`src/ant_pkg.sv`:
```
// ----------------------------------------------------------------------------
// ant_pkg: shared types and constants for the aging neighbor table
// Table geometry, entry layout, result codes and sequencer states.
// ----------------------------------------------------------------------------
package ant_pkg;

  localparam int TABLE_ENTRIES = 16;
  localparam int SLOT_W = (TABLE_ENTRIES > 1) ? $clog2(TABLE_ENTRIES) : 1;
  localparam logic [SLOT_W-1:0] LAST_SLOT = SLOT_W'(TABLE_ENTRIES - 1);

  localparam logic FUNC_UPDATE = 1'b0;
  localparam logic FUNC_TICK   = 1'b1;

  localparam logic [7:0] TIMEOUT_RESET = 8'd3;

  typedef enum logic [1:0] {
    KIND_REPLY = 2'd0,
    KIND_ENTRY = 2'd1,
    KIND_EMPTY = 2'd2
  } kind_t;

  typedef enum logic [1:0] {
    ST_UPDATED  = 2'd0,
    ST_INSERTED = 2'd1,
    ST_DROPPED  = 2'd2
  } status_t;

  typedef enum logic [2:0] {
    S_IDLE,
    S_UPD_SCAN,
    S_UPD_DONE,
    S_TICK_AGE,
    S_TICK_CHECK,
    S_TICK_LIST
  } state_t;

  typedef struct packed {
    logic [63:0] client_hi;
    logic [63:0] client_lo;
    logic [63:0] parent_hi;
    logic [63:0] parent_lo;
    logic [31:0] stamp;
  } entry_t;

  typedef struct packed {
    logic match;
    logic expired;
  } cmp_res_t;

  // slot index as reported: low 4 bits, zero extended for small tables
  function automatic logic [3:0] slot_field(input logic [SLOT_W-1:0] s);
    logic [SLOT_W+3:0] tmp;
    tmp = {4'b0000, s};
    return tmp[3:0];
  endfunction

endpackage

```
`src/aging_neighbor_table.sv`:
```
// ----------------------------------------------------------------------------
// aging_neighbor_table: client-to-parent address table with aging
// Sequencer that scans the table one slot per cycle through a shared
// compare unit and a single-port-read entry RAM.
// ----------------------------------------------------------------------------
// Usage:
//   Input channel: drive in_* and raise start; the beat is taken at a clock
//   edge with start high and busy low. busy stays high while the item works.
//   in_func 0 updates or inserts a client/parent pair, 1 is a minute tick.
//   Results: out_valid marks each result beat for one cycle; the receiver
//   cannot stall, so every beat must be captured when it is shown.
//   An update gives one reply beat (one slot compared per cycle, early stop
//   on a match). A tick runs an aging pass and a check step, then, if any
//   slot is still valid, a listing pass that shows one beat per valid slot,
//   in slot order; if none is left, it shows one empty beat instead. The
//   rate is set by the one RAM read port and the shared compare unit, one
//   slot per cycle.
//   Configuration: cfg_we writes the timeout (cfg_wdata); the user must
//   write it only while idle, as the block does not enforce this.
//   Reset: all slots invalid, minute count zero, timeout 3. No clearing pass.
// ----------------------------------------------------------------------------
module aging_neighbor_table (
  input  logic        clk,
  input  logic        rst_n,
  input  logic        cfg_we,
  input  logic [7:0]  cfg_wdata,
  input  logic        start,
  output logic        busy,
  input  logic        in_func,
  input  logic [63:0] in_client_addr_hi,
  input  logic [63:0] in_client_addr_lo,
  input  logic [63:0] in_parent_addr_hi,
  input  logic [63:0] in_parent_addr_lo,
  output logic        out_valid,
  output logic [1:0]  out_kind,
  output logic [1:0]  out_status,
  output logic [3:0]  out_slot,
  output logic [63:0] out_client_hi,
  output logic [63:0] out_client_lo,
  output logic [63:0] out_parent_hi,
  output logic [63:0] out_parent_lo,
  output logic        out_last
);
  import ant_pkg::*;

  state_t                   state_r, state_nxt;
  logic [SLOT_W-1:0]        scan_r, scan_nxt;
  logic                     issue_r, issue_nxt;
  logic                     cmp_en_r, cmp_en_nxt;
  logic [SLOT_W-1:0]        cmp_slot_r, cmp_slot_nxt;
  logic                     hit_r, hit_nxt;
  logic [SLOT_W-1:0]        hit_slot_r, hit_slot_nxt;
  logic                     free_found_r, free_found_nxt;
  logic [SLOT_W-1:0]        free_slot_r, free_slot_nxt;
  logic [TABLE_ENTRIES-1:0] valid_r, valid_nxt;
  logic [31:0]              minute_r, minute_nxt;
  logic [7:0]               timeout_r, timeout_nxt;

  logic [63:0] item_ch_r, item_ch_nxt;
  logic [63:0] item_cl_r, item_cl_nxt;
  logic [63:0] item_ph_r, item_ph_nxt;
  logic [63:0] item_pl_r, item_pl_nxt;

  logic        out_valid_r, out_valid_nxt;
  kind_t       out_kind_r, out_kind_nxt;
  status_t     out_status_r, out_status_nxt;
  logic [3:0]  out_slot_r, out_slot_nxt;
  logic [63:0] out_ch_r, out_ch_nxt;
  logic [63:0] out_cl_r, out_cl_nxt;
  logic [63:0] out_ph_r, out_ph_nxt;
  logic [63:0] out_pl_r, out_pl_nxt;
  logic        out_last_r, out_last_nxt;

  logic              ram_we;
  logic [SLOT_W-1:0] ram_waddr;
  entry_t            ram_wdata;
  entry_t            rd_ent;
  cmp_res_t          cmp_res;

  logic                     scanning;
  logic                     cur_valid;
  logic [TABLE_ENTRIES-1:0] higher;
  logic                     more_after;

  ant_ram #(
    .WIDTH ($bits(entry_t)),
    .DEPTH (TABLE_ENTRIES)
  ) u_ram (
    .clk   (clk),
    .we    (ram_we),
    .waddr (ram_waddr),
    .wdata (ram_wdata),
    .raddr (scan_r),
    .rdata (rd_ent)
  );

  ant_match u_match (
    .ent     (rd_ent),
    .key_hi  (item_ch_r),
    .key_lo  (item_cl_r),
    .minute  (minute_r),
    .timeout (timeout_r),
    .res     (cmp_res)
  );

  assign scanning  = (state_r == S_UPD_SCAN) || (state_r == S_TICK_AGE) ||
                     (state_r == S_TICK_LIST);
  assign cur_valid = valid_r[cmp_slot_r];

  // any valid slot above the one being listed
  always_comb begin
    for (int j = 0; j < TABLE_ENTRIES; j++) begin
      higher[j] = valid_r[j] && (SLOT_W'(j) > cmp_slot_r);
    end
  end
  assign more_after = |higher;

  always_comb begin
    state_nxt      = state_r;
    scan_nxt       = scan_r;
    issue_nxt      = issue_r;
    cmp_en_nxt     = scanning && issue_r;
    cmp_slot_nxt   = scan_r;
    hit_nxt        = hit_r;
    hit_slot_nxt   = hit_slot_r;
    free_found_nxt = free_found_r;
    free_slot_nxt  = free_slot_r;
    valid_nxt      = valid_r;
    minute_nxt     = minute_r;
    timeout_nxt    = cfg_we ? cfg_wdata : timeout_r;
    item_ch_nxt    = item_ch_r;
    item_cl_nxt    = item_cl_r;
    item_ph_nxt    = item_ph_r;
    item_pl_nxt    = item_pl_r;
    out_valid_nxt  = 1'b0;
    out_kind_nxt   = out_kind_r;
    out_status_nxt = out_status_r;
    out_slot_nxt   = out_slot_r;
    out_ch_nxt     = out_ch_r;
    out_cl_nxt     = out_cl_r;
    out_ph_nxt     = out_ph_r;
    out_pl_nxt     = out_pl_r;
    out_last_nxt   = out_last_r;
    ram_we         = 1'b0;
    ram_waddr      = hit_slot_r;
    ram_wdata      = '{client_hi: item_ch_r, client_lo: item_cl_r,
                       parent_hi: item_ph_r, parent_lo: item_pl_r,
                       stamp: minute_r};

    // read address runs one slot ahead of the compare stage
    if (scanning && issue_r) begin
      if (scan_r == LAST_SLOT) begin
        issue_nxt = 1'b0;
      end else begin
        scan_nxt = scan_r + 1'b1;
      end
    end

    unique case (state_r)
      S_IDLE: begin
        if (start) begin
          item_ch_nxt    = in_client_addr_hi;
          item_cl_nxt    = in_client_addr_lo;
          item_ph_nxt    = in_parent_addr_hi;
          item_pl_nxt    = in_parent_addr_lo;
          scan_nxt       = '0;
          issue_nxt      = 1'b1;
          hit_nxt        = 1'b0;
          free_found_nxt = 1'b0;
          if (in_func == FUNC_TICK) begin
            minute_nxt = minute_r + 32'd1;
            state_nxt  = S_TICK_AGE;
          end else begin
            state_nxt = S_UPD_SCAN;
          end
        end
      end
      S_UPD_SCAN: begin
        if (cmp_en_r) begin
          if (cur_valid && cmp_res.match) begin
            hit_nxt      = 1'b1;
            hit_slot_nxt = cmp_slot_r;
            state_nxt    = S_UPD_DONE;
          end else begin
            if (!cur_valid && !free_found_r) begin
              free_found_nxt = 1'b1;
              free_slot_nxt  = cmp_slot_r;
            end
            if (cmp_slot_r == LAST_SLOT) begin
              state_nxt = S_UPD_DONE;
            end
          end
        end
      end
      S_UPD_DONE: begin
        out_valid_nxt = 1'b1;
        out_kind_nxt  = KIND_REPLY;
        out_ch_nxt    = item_ch_r;
        out_cl_nxt    = item_cl_r;
        out_ph_nxt    = item_ph_r;
        out_pl_nxt    = item_pl_r;
        out_last_nxt  = 1'b1;
        state_nxt     = S_IDLE;
        priority if (hit_r) begin
          out_status_nxt = ST_UPDATED;
          out_slot_nxt   = slot_field(hit_slot_r);
          ram_we         = 1'b1;
          ram_waddr      = hit_slot_r;
        end else if (free_found_r) begin
          out_status_nxt         = ST_INSERTED;
          out_slot_nxt           = slot_field(free_slot_r);
          ram_we                 = 1'b1;
          ram_waddr              = free_slot_r;
          valid_nxt[free_slot_r] = 1'b1;
        end else begin
          out_status_nxt = ST_DROPPED;
          out_slot_nxt   = 4'd0;
        end
      end
      S_TICK_AGE: begin
        if (cmp_en_r) begin
          if (cur_valid && cmp_res.expired) begin
            valid_nxt[cmp_slot_r] = 1'b0;
          end
          if (cmp_slot_r == LAST_SLOT) begin
            state_nxt = S_TICK_CHECK;
          end
        end
      end
      S_TICK_CHECK: begin
        if (valid_r == '0) begin
          out_valid_nxt  = 1'b1;
          out_kind_nxt   = KIND_EMPTY;
          out_status_nxt = ST_UPDATED;
          out_slot_nxt   = 4'd0;
          out_ch_nxt     = '0;
          out_cl_nxt     = '0;
          out_ph_nxt     = '0;
          out_pl_nxt     = '0;
          out_last_nxt   = 1'b1;
          state_nxt      = S_IDLE;
        end else begin
          scan_nxt  = '0;
          issue_nxt = 1'b1;
          state_nxt = S_TICK_LIST;
        end
      end
      S_TICK_LIST: begin
        if (cmp_en_r) begin
          if (cur_valid) begin
            out_valid_nxt  = 1'b1;
            out_kind_nxt   = KIND_ENTRY;
            out_status_nxt = ST_UPDATED;
            out_slot_nxt   = slot_field(cmp_slot_r);
            out_ch_nxt     = rd_ent.client_hi;
            out_cl_nxt     = rd_ent.client_lo;
            out_ph_nxt     = rd_ent.parent_hi;
            out_pl_nxt     = rd_ent.parent_lo;
            out_last_nxt   = !more_after;
          end
          if (cmp_slot_r == LAST_SLOT) begin
            state_nxt = S_IDLE;
          end
        end
      end
      default: begin
        state_nxt = S_IDLE;
      end
    endcase
  end

  always_ff @(posedge clk) begin
    if (!rst_n) begin
      state_r      <= S_IDLE;
      issue_r      <= 1'b0;
      cmp_en_r     <= 1'b0;
      hit_r        <= 1'b0;
      free_found_r <= 1'b0;
      valid_r      <= '0;
      minute_r     <= '0;
      timeout_r    <= TIMEOUT_RESET;
      out_valid_r  <= 1'b0;
    end else begin
      state_r      <= state_nxt;
      issue_r      <= issue_nxt;
      cmp_en_r     <= cmp_en_nxt;
      hit_r        <= hit_nxt;
      free_found_r <= free_found_nxt;
      valid_r      <= valid_nxt;
      minute_r     <= minute_nxt;
      timeout_r    <= timeout_nxt;
      out_valid_r  <= out_valid_nxt;
    end
  end

  always_ff @(posedge clk) begin
    scan_r       <= scan_nxt;
    cmp_slot_r   <= cmp_slot_nxt;
    hit_slot_r   <= hit_slot_nxt;
    free_slot_r  <= free_slot_nxt;
    item_ch_r    <= item_ch_nxt;
    item_cl_r    <= item_cl_nxt;
    item_ph_r    <= item_ph_nxt;
    item_pl_r    <= item_pl_nxt;
    out_kind_r   <= out_kind_nxt;
    out_status_r <= out_status_nxt;
    out_slot_r   <= out_slot_nxt;
    out_ch_r     <= out_ch_nxt;
    out_cl_r     <= out_cl_nxt;
    out_ph_r     <= out_ph_nxt;
    out_pl_r     <= out_pl_nxt;
    out_last_r   <= out_last_nxt;
  end

  assign busy          = (state_r != S_IDLE);
  assign out_valid     = out_valid_r;
  assign out_kind      = out_kind_r;
  assign out_status    = out_status_r;
  assign out_slot      = out_slot_r;
  assign out_client_hi = out_ch_r;
  assign out_client_lo = out_cl_r;
  assign out_parent_hi = out_ph_r;
  assign out_parent_lo = out_pl_r;
  assign out_last      = out_last_r;

  // an accepted beat always starts a sequence
  a_start_busy: assert property (@(posedge clk) disable iff (!rst_n)
    start && !busy |=> busy)
    else $error("accepted item did not raise busy");

  // a non-final beat means more listing beats are still coming
  a_more_follow: assert property (@(posedge clk) disable iff (!rst_n)
    out_valid && !out_last |-> busy && (state_r == S_TICK_LIST))
    else $error("non-final beat with no listing in progress");

  // insertion only goes into a free slot
  a_insert_free: assert property (@(posedge clk) disable iff (!rst_n)
    (state_r == S_UPD_DONE) && !hit_r && free_found_r |-> !valid_r[free_slot_r])
    else $error("insert into occupied slot");

  // empty listing only when nothing survived aging
  a_empty_list: assert property (@(posedge clk) disable iff (!rst_n)
    out_valid && (out_kind == KIND_EMPTY) |-> out_last && (valid_r == '0))
    else $error("empty listing with valid entries");

endmodule

```
`src/ant_ram.sv`:
```
// ----------------------------------------------------------------------------
// ant_ram: generic single-write, single-read RAM
// One write port, one read port with registered read data.
// ----------------------------------------------------------------------------
module ant_ram #(
  parameter int WIDTH = 8,
  parameter int DEPTH = 16,
  localparam int AW = (DEPTH > 1) ? $clog2(DEPTH) : 1
) (
  input  logic             clk,
  input  logic             we,
  input  logic [AW-1:0]    waddr,
  input  logic [WIDTH-1:0] wdata,
  input  logic [AW-1:0]    raddr,
  output logic [WIDTH-1:0] rdata
);

  logic [WIDTH-1:0] mem [DEPTH];
  logic [WIDTH-1:0] rdata_r;

  always_ff @(posedge clk) begin
    if (we) begin
      mem[waddr] <= wdata;
    end
    rdata_r <= mem[raddr];
  end

  assign rdata = rdata_r;

endmodule

```
`src/ant_match.sv`:
```
// ----------------------------------------------------------------------------
// ant_match: shared compare unit
// Client address match and age-against-timeout check for one stored entry.
// ----------------------------------------------------------------------------
module ant_match (
  input  ant_pkg::entry_t   ent,
  input  logic [63:0]       key_hi,
  input  logic [63:0]       key_lo,
  input  logic [31:0]       minute,
  input  logic [7:0]        timeout,
  output ant_pkg::cmp_res_t res
);
  import ant_pkg::*;

  logic [31:0] age;

  // age wraps mod 2^32 along with the minute counter
  assign age         = minute - ent.stamp;
  assign res.match   = (ent.client_hi == key_hi) && (ent.client_lo == key_lo);
  assign res.expired = (age >= {24'b0, timeout});

endmodule
```
`config.mk`:
```
export PLATFORM = sky130hd
export DESIGN_NAME = aging_neighbor_table
export DESIGN_NICKNAME = d
export VERILOG_FILES = /design/src/ant_pkg.sv /design/src/aging_neighbor_table.sv /design/src/ant_ram.sv /design/src/ant_match.sv
export SDC_FILE = /design/constraint.sdc
export NUM_CORES = 2
export LEC_CHECK = 0
export ABC_CLOCK_PERIOD_IN_PS = 45700
export BUFFER_PORTS_ARGS = -buffer_cell sky130_fd_sc_hd__buf_2
export CORE_MARGIN = 1.5
export CORE_UTILIZATION = 48
export CTS_CLUSTER_SIZE = 10
export DETAILED_ROUTE_END_ITERATION = 6
export GPL_TIMING_DRIVEN = 0
export HOLD_SLACK_MARGIN = 0.02
export PLACE_DENSITY = 0.7
export RECOVER_POWER = 25
export SYNTH_ARGS = -nofsm -noshare
export SYNTH_HDL_FRONTEND = slang
export SYNTH_MEMORY_MAX_BITS = 65536
export SYNTH_SLANG_ARGS = --single-unit
export TNS_END_PERCENT = 30
```
`constraint.sdc`:
```
create_clock -name clk -period 45.7 [get_ports clk]
set_clock_uncertainty 0.1 [all_clocks]
set_input_delay 11.425 -clock clk [delete_from_list [all_inputs] [get_ports clk]]
set_output_delay 11.425 -clock clk [all_outputs]
set_load 0.02 [all_outputs]
```
==> metrics.txt <==
Min-Delay Endpoint=cmp_slot_r[2]; Primary FF master, synth=edfxtp_1; worst hold stages=0; Max FO, Critical Path=6; first-pass GRT wire length=888000 um; Post-CTS Setup Repair Bufs=0; io pins=536; DPL Wire Length=438000 um; Final TNS setup=0 ns; Tot GR Track Use=0.292; largest net degree at the start of global routing=91; DR vias/cell=6.32; Area Overhead vs Synth=16.8%; Iter 0 DRT Violations=18800; WP data required=34.18 ns; grt total ovfl=0; Cell Area, Synth=208000 um2; clk_lat worst skew=1.15 ns; commonest cells after routing, fill and taps aside=edfxtp_1 (5137), nand2_1 (880), mux2i_1 (877); via count=120000; Crit path largest cell delay=0.38 ns; die width=661 um; XOR/XNOR Fraction of Synth Area=0.00669; critical path data arrival time=2.23 ns; Slowest-stage cell, CP=dfxtp_1; status=finished with violations; Critical R2R Launch=item_cl_r[0]; Layout fillers=31900; Pre-antenna DRT Iters=7; Peak Freq=72.7 MHz; syn avg cell area=18.5 um2; CTS resizes=0; H-Tree Depth=6; Ys Warns=0; Post-Synth Adder-Cell Area=0.00256; min-delay worst type=flip-flop to flip-flop; failing checks=design-rule violations, max-capacitance violations, max-slew violations; FF/Latch Area=161000 um2; register-to-register setup slack=40.45 ns; Power Density=48.6 nW/um2; Comb pwr share=0.112; fin cells=19000; Routed WL=653000 um; setup violators final=0; largest family of logic cells by synthesized area=multiplexers; most common cell after layout, fill and taps aside=edfxtp_1; row count=241; Yosys reg bits=5497; port bufs=534; detailed-route wire length per cell=34.4 um; CTS tree=yes; Hold Startpoint=cmp_slot_nxt[2]; Post-Syn Instances=11200; Clock Power Share=0.391; antenna violations before repair=98; minimum clock period=13.75 ns; RSZ-0062 raised after global routing=no; final hold vios=0; multi-input logic area=44200 um2; sw frac=0.252; number of clock sinks=5497; Int Power=8840 uW; Critical Path Source Type=flip-flop; Crit Path Class=flip-flop to output port; Synth Area in Simple Gates=0.0306; Static Leak=0.0773 uW; Yosys cell types=84; asr flop ratio synth=0; crit path buf inv count=2; Slew Limit Fails=113; gp weighted congestion=0.912; Core Area=431000 um2; Slew @ Worst Pin=1.68 ns; die height=661 um; Compound-Gate Fraction of Synth Area=0.0512; Initial Utilization=0.483; number of synthesized flops with an enable pin=5137; Seq pwr share=0.497; switching power total=2980 uW; nets=13000; Worst Setup SP=state_r[0]; DRC errors left=1; Syn Nets=11500; clk root buf=clkbuf_16; vias in the first global route=114000; cts bufs inserted=627; Clock Path Buffers=4; mux share of post-synthesis cell area=0.121; nature of the critical path endpoint=output port; Worst-path clk slew=0.06 ns; reg2reg end=state_r[1]; Seq/Total Area, Yosys=0.776; delay-heaviest family, CP=buffers and inverters; Max VDD drop=0.0448 mV; Detail Route Antenna Nets=0; Slew HR=-0.127; placed cells=17800; ratio of cells with drive above 1 in the final layout=0.193; R2R cell count=9; # hold bufs at CTS=0; fin crit share=0.301; die footprint=437000 um2; critical path, cell by cell=nor3_1 > inv_1 > buf_2; max-cap violation count=14
-- per-stage QoR --
step | hold slack, ns | area (um2) | util | setup slack (ns) | total power, uW
final | 0.264 | 243000 | 0.564 | 31.95 | 11800
after global routing | 0.268 | 243000 | 0.563 | 31.90 | 12100
after CTS | 0.261 | 243000 | 0.563 | 31.99 | 11800
after detailed placement | 0.248 | 224000 | 0.520 | 31.33 | 7280
after global placement | 0.237 | 218000 | 0.505 | 14.69 | 7280
after floorplan | 0.229 | 208000 | - | 28.55 | 6700
-- power groups by stage --
stage	Clock, uW	Sequential [uW]	Combinational, uW
floorplan	0	5950	748
global placement	0	6010	1260
detailed placement	0	5980	1300
CTS	4650	5870	1310
global route	4840	5890	1360
finish	4620	5880	1330
-- worst max-delay path by stage --
stage	to	slack (ns)	cells past startpoint
floorplan	item_ch_r[0]	28.55	2
global placement	u_ram.mem[2][68]	14.69	6
detailed placement	minute_r[31]	31.33	11
CTS	busy	31.99	3
global route	busy	31.90	3
finish	busy	31.95	3
-- state kept, by name, summed over array words and instances (netlist names), 3 cells and up --
signal	count
item_cl_r	64
out_parent_lo	64
state_r	3
out_parent_hi	64
hit_slot_r	4
timeout_r	8
u_ram.rdata	288
out_slot	4
minute_r	32
cmp_slot_r	4
out_client_lo	64
u_ram.mem	4608
valid_r	16
cmp_slot_nxt	4
free_slot_r	4
item_ch_r	64
item_pl_r	64
item_ph_r	64
out_client_hi	64
-- cell families (layout without fill, tap and decap cells) --
family	count (synthesis)	count (layout)
muxes	1747	1747
other	0	118
AOI/OAI and AO/OA	1677	1677
DFF	5497	5497
and+or+nand+nor	1441	1441
xor gates and xnor gates	159	159
adders and majority gates	42	42
buffers and inverters	669	2583
-- routing by layer --
layer | track usage | wire length (um)
met3 | 0.0784 | 81400
met4 | 0.193 | 47900
met2 | 0.436 | 293000
met1 | 0.378 | 230000
met5 | 0 | 255
-- layout make-up --
class / count / share of cell area
antenna: 118 / 0.00121
buffer: 604 / 0.00985
clock buffer: 1039 / 0.0725
clock inverter: 57 / 0.00397
inverter: 65 / 0.00103
multi-input combinational: 5066 / 0.182
sequential: 5497 / 0.664
tap: 5710 / 0.0294
timing repair buffer: 818 / 0.0360
-- synth_stat cells (4+ instances only) --
library cell / instances / area share
edfxtp_1: 5137 / 0.74
nand2_1: 880 / 0.016
mux2i_1: 877 / 0.042
o21ai_0: 610 / 0.015
mux4_2: 581 / 0.063
clkbuf_1: 471 / 0.0085
dfxtp_1: 360 / 0.035
a21oi_1: 348 / 0.0084
a221oi_1: 296 / 0.012
a22oi_1: 290 / 0.010
mux2_2: 289 / 0.016
nand3_1: 282 / 0.0068
buf_1: 117 / 0.0021
xor2_1: 104 / 0.0044
nor2_1: 69 / 0.0012
inv_1: 64 / 0.0012
xnor2_1: 55 / 0.0023
ha_1: 41 / 0.0025
nor4_1: 40 / 0.0012
nand4_1: 30 / 0.00090
and2_1: 27 / 0.00081
a21o_1: 19 / 0.00069
nor2b_1: 19 / 0.00057
nor3_1: 19 / 0.00046
and3_1: 16 / 0.00048
buf_2: 16 / 0.00038
a21boi_0: 15 / 0.00054
or3_1: 14 / 0.00042
nand2b_1: 13 / 0.00039
o211ai_1: 13 / 0.00047
a31oi_1: 8 / 0.00024
o21ai_1: 8 / 0.00019
and4_1: 7 / 0.00029
o31a_1: 7 / 0.00029
or2_2: 6 / 0.00018
a211oi_1: 4 / 0.00014
a32o_1: 4 / 0.00019
No activity file was read; power rests on OpenSTA's default activity.
